## src/hdl/swrl_pkg.sv

```systemverilog
// Shared types and constants for the sliding-window rate limiter.
// No dependencies; used by swrl_cell and sliding_window_rate_limiter.
package swrl_pkg;

  localparam int unsigned STAMP_W = 32;
  localparam int unsigned CAP_W   = 5;
  localparam int unsigned CFG_A_W = 2;

  // configuration register indexes
  localparam logic [CFG_A_W-1:0] REG_MIN_GAP    = 2'd0;
  localparam logic [CFG_A_W-1:0] REG_WINDOW_LEN = 2'd1;
  localparam logic [CFG_A_W-1:0] REG_MAX_PER_WIN = 2'd2;

  localparam logic [STAMP_W-1:0] MIN_GAP_RESET    = 32'd2000;
  localparam logic [STAMP_W-1:0] WINDOW_LEN_RESET = 32'd60000;
  localparam logic [CAP_W-1:0]   MAX_PER_WIN_RESET = 5'd4;

  typedef enum logic [1:0] {
    CELL_HOLD,
    CELL_ROTATE,
    CELL_PUSH
  } cell_op_t;

  typedef enum logic [1:0] {
    ST_IDLE,
    ST_SCAN,
    ST_FIN
  } state_t;

endpackage

```

## src/hdl/sliding_window_rate_limiter.sv

```systemverilog
// Top level of the sliding-window rate limiter: config registers, scan sequencer
// and a row of swrl_cell stamps. Depends on swrl_pkg and swrl_cell.
//
//  port group         dir   beat
//  start/func/now_ms  in    taken when start is high and busy is low
//  cfg_we/index/data  in    taken at any edge with cfg_we high
//  done/allowed/...   out   one cycle with done high; cannot be held off
//
// After an item is accepted, the stamp row rotates once around, one entry past
// the head cell per cycle, then the finish state evaluates and, on a record,
// pushes the new stamp in. busy is high meanwhile.
// Reset is synchronous: it restores the registers and empties the history;
// the stamp cells themselves are not cleared, the fill count masks them.
module sliding_window_rate_limiter #(
  parameter int unsigned HISTORY_DEPTH = 16
) (
  input  logic                                clk,
  input  logic                                rst,
  input  logic                                start,
  input  logic                                func,
  input  logic [swrl_pkg::STAMP_W-1:0]        now_ms,
  output logic                                busy,
  input  logic                                cfg_we,
  input  logic [swrl_pkg::CFG_A_W-1:0]        cfg_index,
  input  logic [swrl_pkg::STAMP_W-1:0]        cfg_data,
  output logic                                done,
  output logic                                allowed,
  output logic [swrl_pkg::CAP_W-1:0]          used_in_window,
  output logic [swrl_pkg::STAMP_W-1:0]        wait_ms
);

  localparam int unsigned STEP_W = (HISTORY_DEPTH > 1) ? $clog2(HISTORY_DEPTH) : 1;
  localparam int unsigned CNT_W  = $clog2(HISTORY_DEPTH + 1);
  localparam int unsigned SW     = swrl_pkg::STAMP_W;
  localparam int unsigned CW     = swrl_pkg::CAP_W;

  // configuration
  logic [SW-1:0] min_gap;
  logic [SW-1:0] window_len;
  logic [CW-1:0] win_cap;
  logic [CW-1:0] cap_wr;
  logic [CW-1:0] cap_rst;

  assign cap_wr  = (32'(cfg_data[CW-1:0]) > 32'(HISTORY_DEPTH)) ?
                   CW'(HISTORY_DEPTH) : cfg_data[CW-1:0];
  assign cap_rst = (32'(swrl_pkg::MAX_PER_WIN_RESET) > 32'(HISTORY_DEPTH)) ?
                   CW'(HISTORY_DEPTH) : swrl_pkg::MAX_PER_WIN_RESET;

  always_ff @(posedge clk) begin
    if (rst) begin
      min_gap    <= swrl_pkg::MIN_GAP_RESET;
      window_len <= swrl_pkg::WINDOW_LEN_RESET;
      win_cap    <= cap_rst;
    end else if (cfg_we) begin
      case (cfg_index)
        swrl_pkg::REG_MIN_GAP:     min_gap    <= cfg_data;
        swrl_pkg::REG_WINDOW_LEN:  window_len <= cfg_data;
        swrl_pkg::REG_MAX_PER_WIN: win_cap    <= cap_wr;
        default: ;
      endcase
    end
  end

  // sequencer
  swrl_pkg::state_t   state, state_next;
  swrl_pkg::cell_op_t cell_op;
  logic [STEP_W-1:0]  step;
  logic               last_step;
  logic               accept;

  assign accept    = start && (state == swrl_pkg::ST_IDLE);
  assign last_step = (step == STEP_W'(HISTORY_DEPTH - 1));

  always_ff @(posedge clk) begin
    if (rst) begin
      state <= swrl_pkg::ST_IDLE;
    end else begin
      state <= state_next;
    end
  end

  logic req_func;

  always_comb begin
    state_next = state;
    cell_op    = swrl_pkg::CELL_HOLD;
    busy       = 1'b1;
    done       = 1'b0;
    case (state)
      swrl_pkg::ST_IDLE: begin
        busy = 1'b0;
        if (start) begin
          state_next = swrl_pkg::ST_SCAN;
        end
      end
      swrl_pkg::ST_SCAN: begin
        cell_op = swrl_pkg::CELL_ROTATE;
        if (last_step) begin
          state_next = swrl_pkg::ST_FIN;
        end
      end
      swrl_pkg::ST_FIN: begin
        done       = 1'b1;
        state_next = swrl_pkg::ST_IDLE;
        if (req_func) begin
          cell_op = swrl_pkg::CELL_PUSH;
        end
      end
      default: state_next = swrl_pkg::ST_IDLE;
    endcase
  end

  // stamp row: cell 0 holds the newest entry
  logic [SW-1:0] req_now;
  logic [SW-1:0] stamps [HISTORY_DEPTH];

  for (genvar i = 0; i < HISTORY_DEPTH; i++) begin : g_cell
    swrl_cell u_cell (
      .clk        (clk),
      .op         (cell_op),
      .from_left  ((i == 0) ? req_now : stamps[(i == 0) ? 0 : i - 1]),
      .from_right (stamps[(i + 1) % HISTORY_DEPTH]),
      .stamp      (stamps[i])
    );
  end

  // scan evaluation, one entry per cycle at the head cell
  logic [CNT_W-1:0] fill_count;
  logic [CNT_W-1:0] used;
  logic             counting;
  logic             gap_block;
  logic [SW-1:0]    gap_wait;
  logic [SW-1:0]    win_wait;
  logic [SW-1:0]    age;
  logic             in_fill;
  logic             in_window;
  logic             at_cap;

  assign age       = req_now - stamps[0];
  assign in_fill   = 32'(step) < 32'(fill_count);
  assign in_window = age < window_len;
  assign at_cap    = (win_cap != '0) &&
                     (32'(step) + 32'd1 == 32'(win_cap));

  always_ff @(posedge clk) begin
    if (accept) begin
      req_func <= func;
      req_now  <= now_ms;
      step     <= '0;
      used     <= '0;
      counting <= (window_len != '0);
      win_wait <= '0;
    end else if (state == swrl_pkg::ST_SCAN) begin
      step <= step + STEP_W'(1);
      if (counting && in_fill && in_window) begin
        used <= used + CNT_W'(1);
      end else begin
        counting <= 1'b0;
      end
      if (step == '0) begin
        gap_block <= (min_gap != '0) && (fill_count != '0) && (age < min_gap);
        gap_wait  <= ((min_gap != '0) && (fill_count != '0) && (age < min_gap)) ?
                     min_gap - age : '0;
      end
      if (at_cap) begin
        win_wait <= (in_fill && in_window) ? window_len - age : '0;
      end
    end
  end

  always_ff @(posedge clk) begin
    if (rst) begin
      fill_count <= '0;
    end else if (state == swrl_pkg::ST_FIN && req_func &&
                 32'(fill_count) < 32'(HISTORY_DEPTH)) begin
      fill_count <= fill_count + CNT_W'(1);
    end
  end

  // result
  logic             win_block;
  logic             muted;
  logic [CNT_W+CW-1:0] used_wide;

  assign muted     = (win_cap == '0);
  assign win_block = (window_len != '0) && !muted &&
                     (32'(used) >= 32'(win_cap));
  assign allowed   = !muted && !gap_block && !win_block;
  assign used_wide = {{CW{1'b0}}, used};
  assign used_in_window = used_wide[CW-1:0];

  // the window wait only counts when the window check blocks
  always_comb begin
    if (muted) begin
      wait_ms = '1;
    end else if (allowed) begin
      wait_ms = '0;
    end else begin
      wait_ms = (win_block && (win_wait > gap_wait)) ? win_wait : gap_wait;
    end
  end

  a_done_ends: assert property (@(posedge clk) disable iff (rst)
    done |=> !busy)
    else $error("busy still high after done");

  a_accept_busy: assert property (@(posedge clk) disable iff (rst)
    (start && !busy) |=> busy)
    else $error("accepted item did not raise busy");

  a_fill_bound: assert property (@(posedge clk) disable iff (rst)
    32'(fill_count) <= 32'(HISTORY_DEPTH))
    else $error("fill count beyond history depth");

  a_allowed_wait: assert property (@(posedge clk) disable iff (rst)
    (done && allowed) |-> (wait_ms == '0))
    else $error("allowed result carries a wait");

  a_scan_len: assert property (@(posedge clk) disable iff (rst)
    (state == swrl_pkg::ST_SCAN && last_step) |=> done)
    else $error("scan did not end in a result");

endmodule

```

## src/hdl/swrl_cell.sv

```systemverilog
// One history cell: holds a single event stamp.
// Depends on swrl_pkg for the cell operation type.
module swrl_cell (
  input  logic                          clk,
  input  swrl_pkg::cell_op_t            op,
  input  logic [swrl_pkg::STAMP_W-1:0]  from_left,
  input  logic [swrl_pkg::STAMP_W-1:0]  from_right,
  output logic [swrl_pkg::STAMP_W-1:0]  stamp
);

  logic [swrl_pkg::STAMP_W-1:0] stamp_next;

  always_comb begin
    case (op)
      swrl_pkg::CELL_ROTATE: stamp_next = from_right; // advance toward the head
      swrl_pkg::CELL_PUSH:   stamp_next = from_left;  // age by one slot
      default:               stamp_next = stamp;
    endcase
  end

  always_ff @(posedge clk) begin
    stamp <= stamp_next;
  end

endmodule

```

## config.mk

```make
export PLATFORM = sky130hd
export DESIGN_NAME = sliding_window_rate_limiter
export DESIGN_NICKNAME = d
export VERILOG_FILES = /design/src/hdl/swrl_pkg.sv /design/src/hdl/sliding_window_rate_limiter.sv /design/src/hdl/swrl_cell.sv
export SDC_FILE = /design/constraint.sdc
export NUM_CORES = 1
export LEC_CHECK = 0
export ABC_CLOCK_PERIOD_IN_PS = 13700
export BUFFER_PORTS_ARGS = -buffer_cell sky130_fd_sc_hd__buf_2
export CORE_MARGIN = 10
export CORE_UTILIZATION = 45
export CTS_CLUSTER_SIZE = 10
export DETAILED_ROUTE_END_ITERATION = 16
export SLEW_MARGIN = 10
export SYNTH_ARGS = -nofsm -noshare
export SYNTH_HDL_FRONTEND = slang
export SYNTH_SLANG_ARGS = --single-unit
```

## constraint.sdc

```tcl
create_clock -name clk -period 13.7 [get_ports clk]
set_input_delay 2.055 -clock clk [delete_from_list [all_inputs] [get_ports clk]]
set_output_delay 2.055 -clock clk [all_outputs]
set_load 0.02 [all_outputs]
```

==> flow_summary_export.csv, run 1 <==
group,metric,value,unit
clocking,path_clk_slew,0.06,ns
drt,vias,21400,
clocking,ctsHoldBuffers,0,
timing,worst_pin_slew,1.17,ns
cells_and_area,drive_above_1_share,26.2,%
cells_and_area,nFillCells,6559,
timing,whs,0.474,ns
yosys,synth_nets,2888,
timing,slew_headroom,21.9,%
yosys,netlist_area,34300,um2
yosys,syn_inst,2673,
floorplanning,dieArea,87700,um2
drt,ant_nets,0,
clocking,clock_sink_count,696,
critical_path,crit_fanout,63,
drt,firstDrtPassIters,5,
yosys,syn_area_per_cell,12.8,um2
clocking,cts_tree,"built",
clocking,numCtsBuffers,82,
place,place_hpwl,57.5,mm
critical_path,required,11.64,ns
worst_hold_path,holdCritPathClass,"reg2reg",
pwr,switching_share,28.6,%
floorplanning,start_util,45.3,%
cells_and_area,n_antenna_cell,0,
yosys,ys_seq_area_share,57.5,%
run,drv_cap,0,
clocking,cts_setup_buffers,0,
floorplanning,rows,101,
critical_path,crit_path_start_kind,"flop",
grt,grt_first_pass_wirelength,124,mm
timing,fin_crit_sh,47.9,%
clocking,cts_root_buffer,"clkbuf_16",
yosys,synth.distinct_cells,75,
drt,drt-total-wl,80.3,mm
critical_path,endpoint_kind,"output pin",
grt,grt_max_degree,183,
grt,grt_pass1_vias,21500,
pwr,p_leak,13.7,nW
timing,finalCriticalPeriod,6.56,ns
pwr,pwr-share-clk,33.7,%
critical_path,crit_arrival,4.50,ns
grt,overflow,0,
clocking,clock_latency,0.64,ns
yosys,synth_seq_cells,696,
pwr,combPwrFrac,20.2,%
cells_and_area,syn_to_final_growth,11.3,%
drt,drc_errors,0,
floorplanning,io_pins,111,
yosys,synth-async-reset-ratio,0,%
timing,hold_viol_final,0,
clocking,h-tree-depth,3,
timing,setup_violations,0,
drt,viasPerCell,5.64,
clocking,cts_resized,0,
yosys,synth_edf_count,579,
pwr,p_seq_share,46.1,%
timing,skew,0.0337,ns
floorplanning,fp.dieW,296,um
outcome,outcome,"finished clean",
pwr,pwr_density_cell,153,nW/um2
grt,antenna_found_initial,1,
place,place.gp.congestion,0.929,
clocking,cts_buffer_depth,3,
floorplanning,core,75800,um2
pwr,p_int,4.17,mW
pwr,ir_drop,0.000103,V
timing,fmax,152,MHz
timing,rsz0062_at_grt,"no",
drt,avgRoutedWirePerCell,21.2,um
grt,grt_usage,18.1,%
pwr,p_switching,1.67,mW
floorplanning,die_h,296,um
critical_path,worstSetupPathType,"reg2out",
timing,final.setup.tns,0,ns
timing,final_max_slew_viol_count,0,
yosys,synth_ff_type,"edfxtp_1",
yosys,ys_warn_count,0,
place,io_buffers,110,
pwr,finalPower,5.85,mW
cells_and_area,nNetsFinal,2981,
drt,drt_iter0_drc,1667,
layout by cell type (no fill, tap or decap), types with 52 or more instances in the layout:
| master | instances |
|---|---|
| a21oi_1 | 164 |
| buf_2 | 110 |
| clkbuf_16 | 82 |
| dfxtp_1 | 117 |
| edfxtp_1 | 579 |
| ha_1 | 140 |
| inv_1 | 105 |
| mux2_2 | 482 |
| nand2_1 | 270 |
| nor2_1 | 90 |
| o21ai_0 | 92 |
| xnor2_1 | 52 |
logic make-up after synthesis:
logic type / count (synthesis) / synth area share [%]
buf+inv: 227 / 2.61
flops: 696 / 57.5
fa+ha+maj: 147 / 5.40
xor+xnor: 97 / 2.58
mux: 486 / 15.9
compound gates: 446 / 8.18
simple gates: 574 / 7.83
state kept, by name, indices dropped and copies added (netlist names):
register             count
state                    2
req_now                 32
window_len              32
min_gap                 32
counting                 1
fill_count               5
used_in_window           5
gap_block                1
gap_wait                32
g_cell.u_cell.stamp    512
win_wait                32
win_cap                  5
req_func                 1
step                     4
power groups by stage:
stage	Clock, mW	Combinational [mW]	Sequential (mW)
finish	1.97	1.18	2.70
global route	2.11	1.28	2.72
CTS	2.03	1.17	2.70
detailed placement	0	1.17	2.74
global placement	0	1.16	2.73
floorplan	0	0.824	2.79
final timing paths:
check             slack (ns)           endpoint              start  depth (start not counted)
setup / recovery        7.14        wait_ms[21]  used_in_window[0]                         12
hold / removal          0.47        win_wait[3]        win_wait[3]                          2
setup reg to reg        7.32  used_in_window[3]         req_now[1]                         23
hold reg to reg         0.47        win_wait[3]        win_wait[3]                          2
area by class of cell:
cell class | instances | area, um2 | area share (%)
clock buffer | 123 | 2230 | 5.83
clock inverter | 12 | 170 | 0.445
inverter | 107 | 409 | 1.07
multi-input combinational | 1750 | 13700 | 35.9
sequential | 696 | 19700 | 51.6
tap | 978 | 1220 | 3.20
timing repair buffer | 129 | 718 | 1.88
layer usage:
layer / global-route usage [%] / vias to the layer above / part of all wire [%] / wire [um]
li1: - / 10200 / - / -
met1: 25.3 / 10600 / 46 / 37300
met2: 28.9 / 517 / 47 / 37400
met3: 2.63 / 120 / 4.6 / 3670
met4: 5.24 / 0 / 2.5 / 1990
met5: 0 / - / 0 / 0
per-stage QoR:
stage / cells / instance area, um2 / util [%] / setup slack, ns
after global routing: 3795 / 38200 / 50.4 / 6.77
after CTS: 3795 / 38200 / 50.4 / 7.26
after detailed placement: 3660 / 35800 / 47.2 / 7.49
final: 3795 / 38200 / 50.4 / 7.14
after global placement: 3660 / 35800 / 47.2 / 7.55
after floorplan: 2673 / 34300 / - / 1.67
worst max-delay path: stages (launching register included):
cell and delay (ns):
dfxtp_1 0.36, inv_1 0.08, ha_1 0.27, nand2b_1 0.09
a21oi_1 0.06, nor2b_1 0.09, o21ai_0 0.08, nand2b_1 0.07
a21oi_1 0.06, nor3_1 0.91, and3_2 1.04, o311ai_0 0.43
buf_2 0.28
cells in the mapped netlist, types with 22 or more instances:
cell	count	area, um2
nand2_1	270	1010
a21o_1	42	315
o21ai_0	92	460
xnor2_1	52	455
nor2_1	92	345
inv_1	107	402
nand4_1	27	169
clkbuf_1	99	372
mux2_2	482	5430
a21oi_1	164	821
xor2_1	42	368
dfxtp_1	117	2340
o311ai_0	33	289
nand2b_1	22	138
edfxtp_1	579	17400
ha_1	141	1760
nand3_1	38	190
Power figures use the tool's default switching activity.
==> run 2, diff against run 1 <==
--- a/config.mk
+++ b/config.mk
@@ -5,7 +5,7 @@
 export SDC_FILE = /design/constraint.sdc
 export NUM_CORES = 1
 export LEC_CHECK = 0
-export ABC_CLOCK_PERIOD_IN_PS = 13700
+export ABC_CLOCK_PERIOD_IN_PS = 5500
 export BUFFER_PORTS_ARGS = -buffer_cell sky130_fd_sc_hd__buf_2
 export CORE_MARGIN = 10
 export CORE_UTILIZATION = 45
==> constraint.sdc (replaced) <==
create_clock -name clk -period 5.5 [get_ports clk]
set_input_delay 0.825 -clock clk [delete_from_list [all_inputs] [get_ports clk]]
set_output_delay 0.825 -clock clk [all_outputs]
set_load 0.02 [all_outputs]
==> run 2 against run 1 <==
Compared with the run above: clock skew grew 0.0025 ns; register-to-register slack lost 7.2 ns; critical endpoint is now win_wait[20]; first-iteration DRC count shrank 0.72%; global-route usage grew 0.15 points; largest power group unchanged; wire length grew 0.55%; largest cell class unchanged; clock power grew to 2.5 times the previous value; via count grew 0.43%; cell count grew 2.8%; power grew to 2.6 times the previous value.
==> flow_summary_export.csv, run 2 (synthesis gave the netlist of run 1 again) <==
group,metric,value,unit
critical_path,crit_path_start_kind,"flop",
critical_path,rr_worst_depth,27,
clocking,cts_tree,"built",
timing,rsz0062_at_grt,"yes",
place,io_buffers,110,
cells_and_area,syn_to_final_growth,15.4,%
critical_path,setup.worst_path.end,"win_wait[20]",
floorplanning,die_h,296,um
critical_path,slowest_delay,0.51,ns
grt,grt_pass1_vias,21800,
drt,drt-total-wl,80.7,mm
outcome,outcome,"finished clean",
drt,viasPerCell,5.52,
pwr,p_seq_share,44.5,%
clocking,clock_sink_count,696,
drt,ant_nets,0,
floorplanning,start_util,45.3,%
grt,grt_use_met1,24.9,%
cells_and_area,largest_reg_flops,512,
timing,skew,0.0362,ns
worst_hold_path,holdCritPathClass,"in2reg",
grt,grt_use_met2,29.2,%
pwr,p_leak,14.3,nW
place,place_hpwl,58.7,mm
pwr,pwr-share-clk,33.1,%
critical_path,worstSetupPathType,"reg2reg",
timing,final.setup.tns,0,ns
grt,grt.busiest_layer,"met2",
clocking,cts_root_buffer,"clkbuf_16",
timing,hold_viol_final,0,
drt,firstDrtPassIters,5,
timing,setup_violations,0,
timing,final_max_slew_viol_count,0,
drt,drt_iter0_drc,1655,
critical_path,startpoint,"req_now[0]",
cells_and_area,nFillCells,6513,
timing,fmax,185,MHz
grt,grt_first_pass_wirelength,125,mm
cells_and_area,most-common-layout-cells,"edfxtp_1 (579), mux2_2 (482), nand2_1 (266)",
critical_path,endpoint_kind,"flop",
pwr,switching_share,29.0,%
place,place.gp.congestion,0.962,
floorplanning,fp.dieW,296,um
timing,finalCriticalPeriod,5.41,ns
cells_and_area,final_common_cell,"edfxtp_1",
cells_and_area,drive_above_1_share,31.6,%
clocking,cts_buffer_depth,3,
grt,grt_usage,18.2,%
pwr,p_int,10.7,mW
critical_path,rrSetupSlack,0.09,ns
place,dp_cells,3760,
grt,antenna_found_initial,1,
grt,use_met3,3.14,%
cells_and_area,multi_input_area,14100,um2
critical_path,r2r-end,"win_wait[20]",
critical_path,required,6.00,ns
clocking,clock_latency,0.65,ns
pwr,p_switching,4.38,mW
timing,slew_headroom,28.5,%
floorplanning,core,75800,um2
critical_path,crit_arrival,5.91,ns
pwr,finalPower,15.1,mW
drt,vias,21500,
timing,fin_crit_sh,98.4,%
clocking,h-tree-depth,3,
pwr,pwr_density_cell,381,nW/um2
critical_path,r2r-start,"req_now[0]",
clocking,numCtsBuffers,83,
critical_path,cpMaxStageDelayCell,"or4_1",
cells_and_area,nNetsFinal,3097,
clocking,path_clk_slew,0.06,ns
cells_and_area,max_flop_register,"g_cell.u_cell.stamp",
grt,overflow,0,
drt,drc_errors,0,
critical_path,crit_fanout,4,
drt,avgRoutedWirePerCell,20.7,um
run,drv_cap,0,
cells_and_area,final_cell_count_no_fill,3900,
clocking,ctsHoldBuffers,0,
floorplanning,io_pins,111,
cells_and_area,regArea,19700,um2
pwr,combPwrFrac,22.4,%
pwr,ir_drop,0.000238,V
timing,worst_pin_slew,1.07,ns
grt,grt_max_degree,177,
cells_and_area,n_antenna_cell,0,
floorplanning,rows,101,
floorplanning,dieArea,87700,um2
## run 2: cell count changes in the layout (fill, tap and decap cells not counted), moves of 7 or more
cell	change
ha_1	-9
a21oi_2	+16
clkbuf_1	-15
buf_4	+98
a21oi_1	-16
buf_6	+7
buf_12	+8
## run 2: power by group through the flow
| stage | Combinational, mW | Sequential, mW | Clock (mW) |
|---|---|---|---|
| finish | 3.38 | 6.71 | 5.00 |
| detailed placement | 3.25 | 6.82 | 0 |
| global placement | 3.23 | 6.80 | 0 |
| floorplan | 2.06 | 6.86 | 0 |
| CTS | 3.28 | 6.72 | 5.16 |
| global route | 3.66 | 6.78 | 5.36 |
## run 2: area by class of cell
type	count	share of cell area [%]
clock buffer	109	5.54
clock inverter	16	0.616
inverter	107	1.02
multi-input combinational	1750	35.5
sequential	696	49.8
tap	978	3.09
timing repair buffer	244	4.40
## run 2: timing repair
action | CTS | global route
setup endpoints to repair | 51 | 71
gates cloned | 0 | 2
gates resized for setup | 7 | 80
buffers inserted | 2 | 11
pin swaps | 4 | 57
## run 2: worst min path at each step
stage	slack, ns	depth (start not counted)	to	startpoint
5_1_grt	0.32	1	req_now[7]	now_ms[7]
3_5_place_dp	0.47	2	win_wait[6]	win_wait[6]
4_1_cts	0.31	1	req_now[7]	now_ms[7]
2_1_floorplan	0.45	2	win_wait[2]	win_wait[2]
6_report	0.36	1	req_now[5]	now_ms[5]
3_3_place_gp	0.46	2	win_wait[3]	win_wait[3]
## run 2: routing by layer
metal	share of wire [%]	up-vias
li1	-	10400
met2	47	456
met5	0.012	-
met4	2.9	2
met3	4.7	129
met1	46	10500
## run 2: through the flow
step | worst slack, ns | util (%) | instance area (um2) | hold WS, ns
global route | -0.178 | 52.3 | 39600 | 0.316
CTS | 0.00342 | 51.6 | 39100 | 0.311
global placement | -0.0415 | 48.3 | 36700 | 0.465
detailed placement | -0.197 | 48.3 | 36700 | 0.473
finish | 0.0864 | 52.3 | 39600 | 0.356
floorplan | -3.66 | - | 34400 | 0.449
## run 2: critical path, delay by kind of cell (launching register included)
family                   cells  cell delay [ns]
AND/OR/NAND/NOR              9             1.49
XOR/XNOR                     1             0.18
adder cells (fa/ha/maj)      3             0.85
flip-flops                   1             0.37
AO/OA/AOI/OAI               11             2.12
buffers and inverters        3             0.24
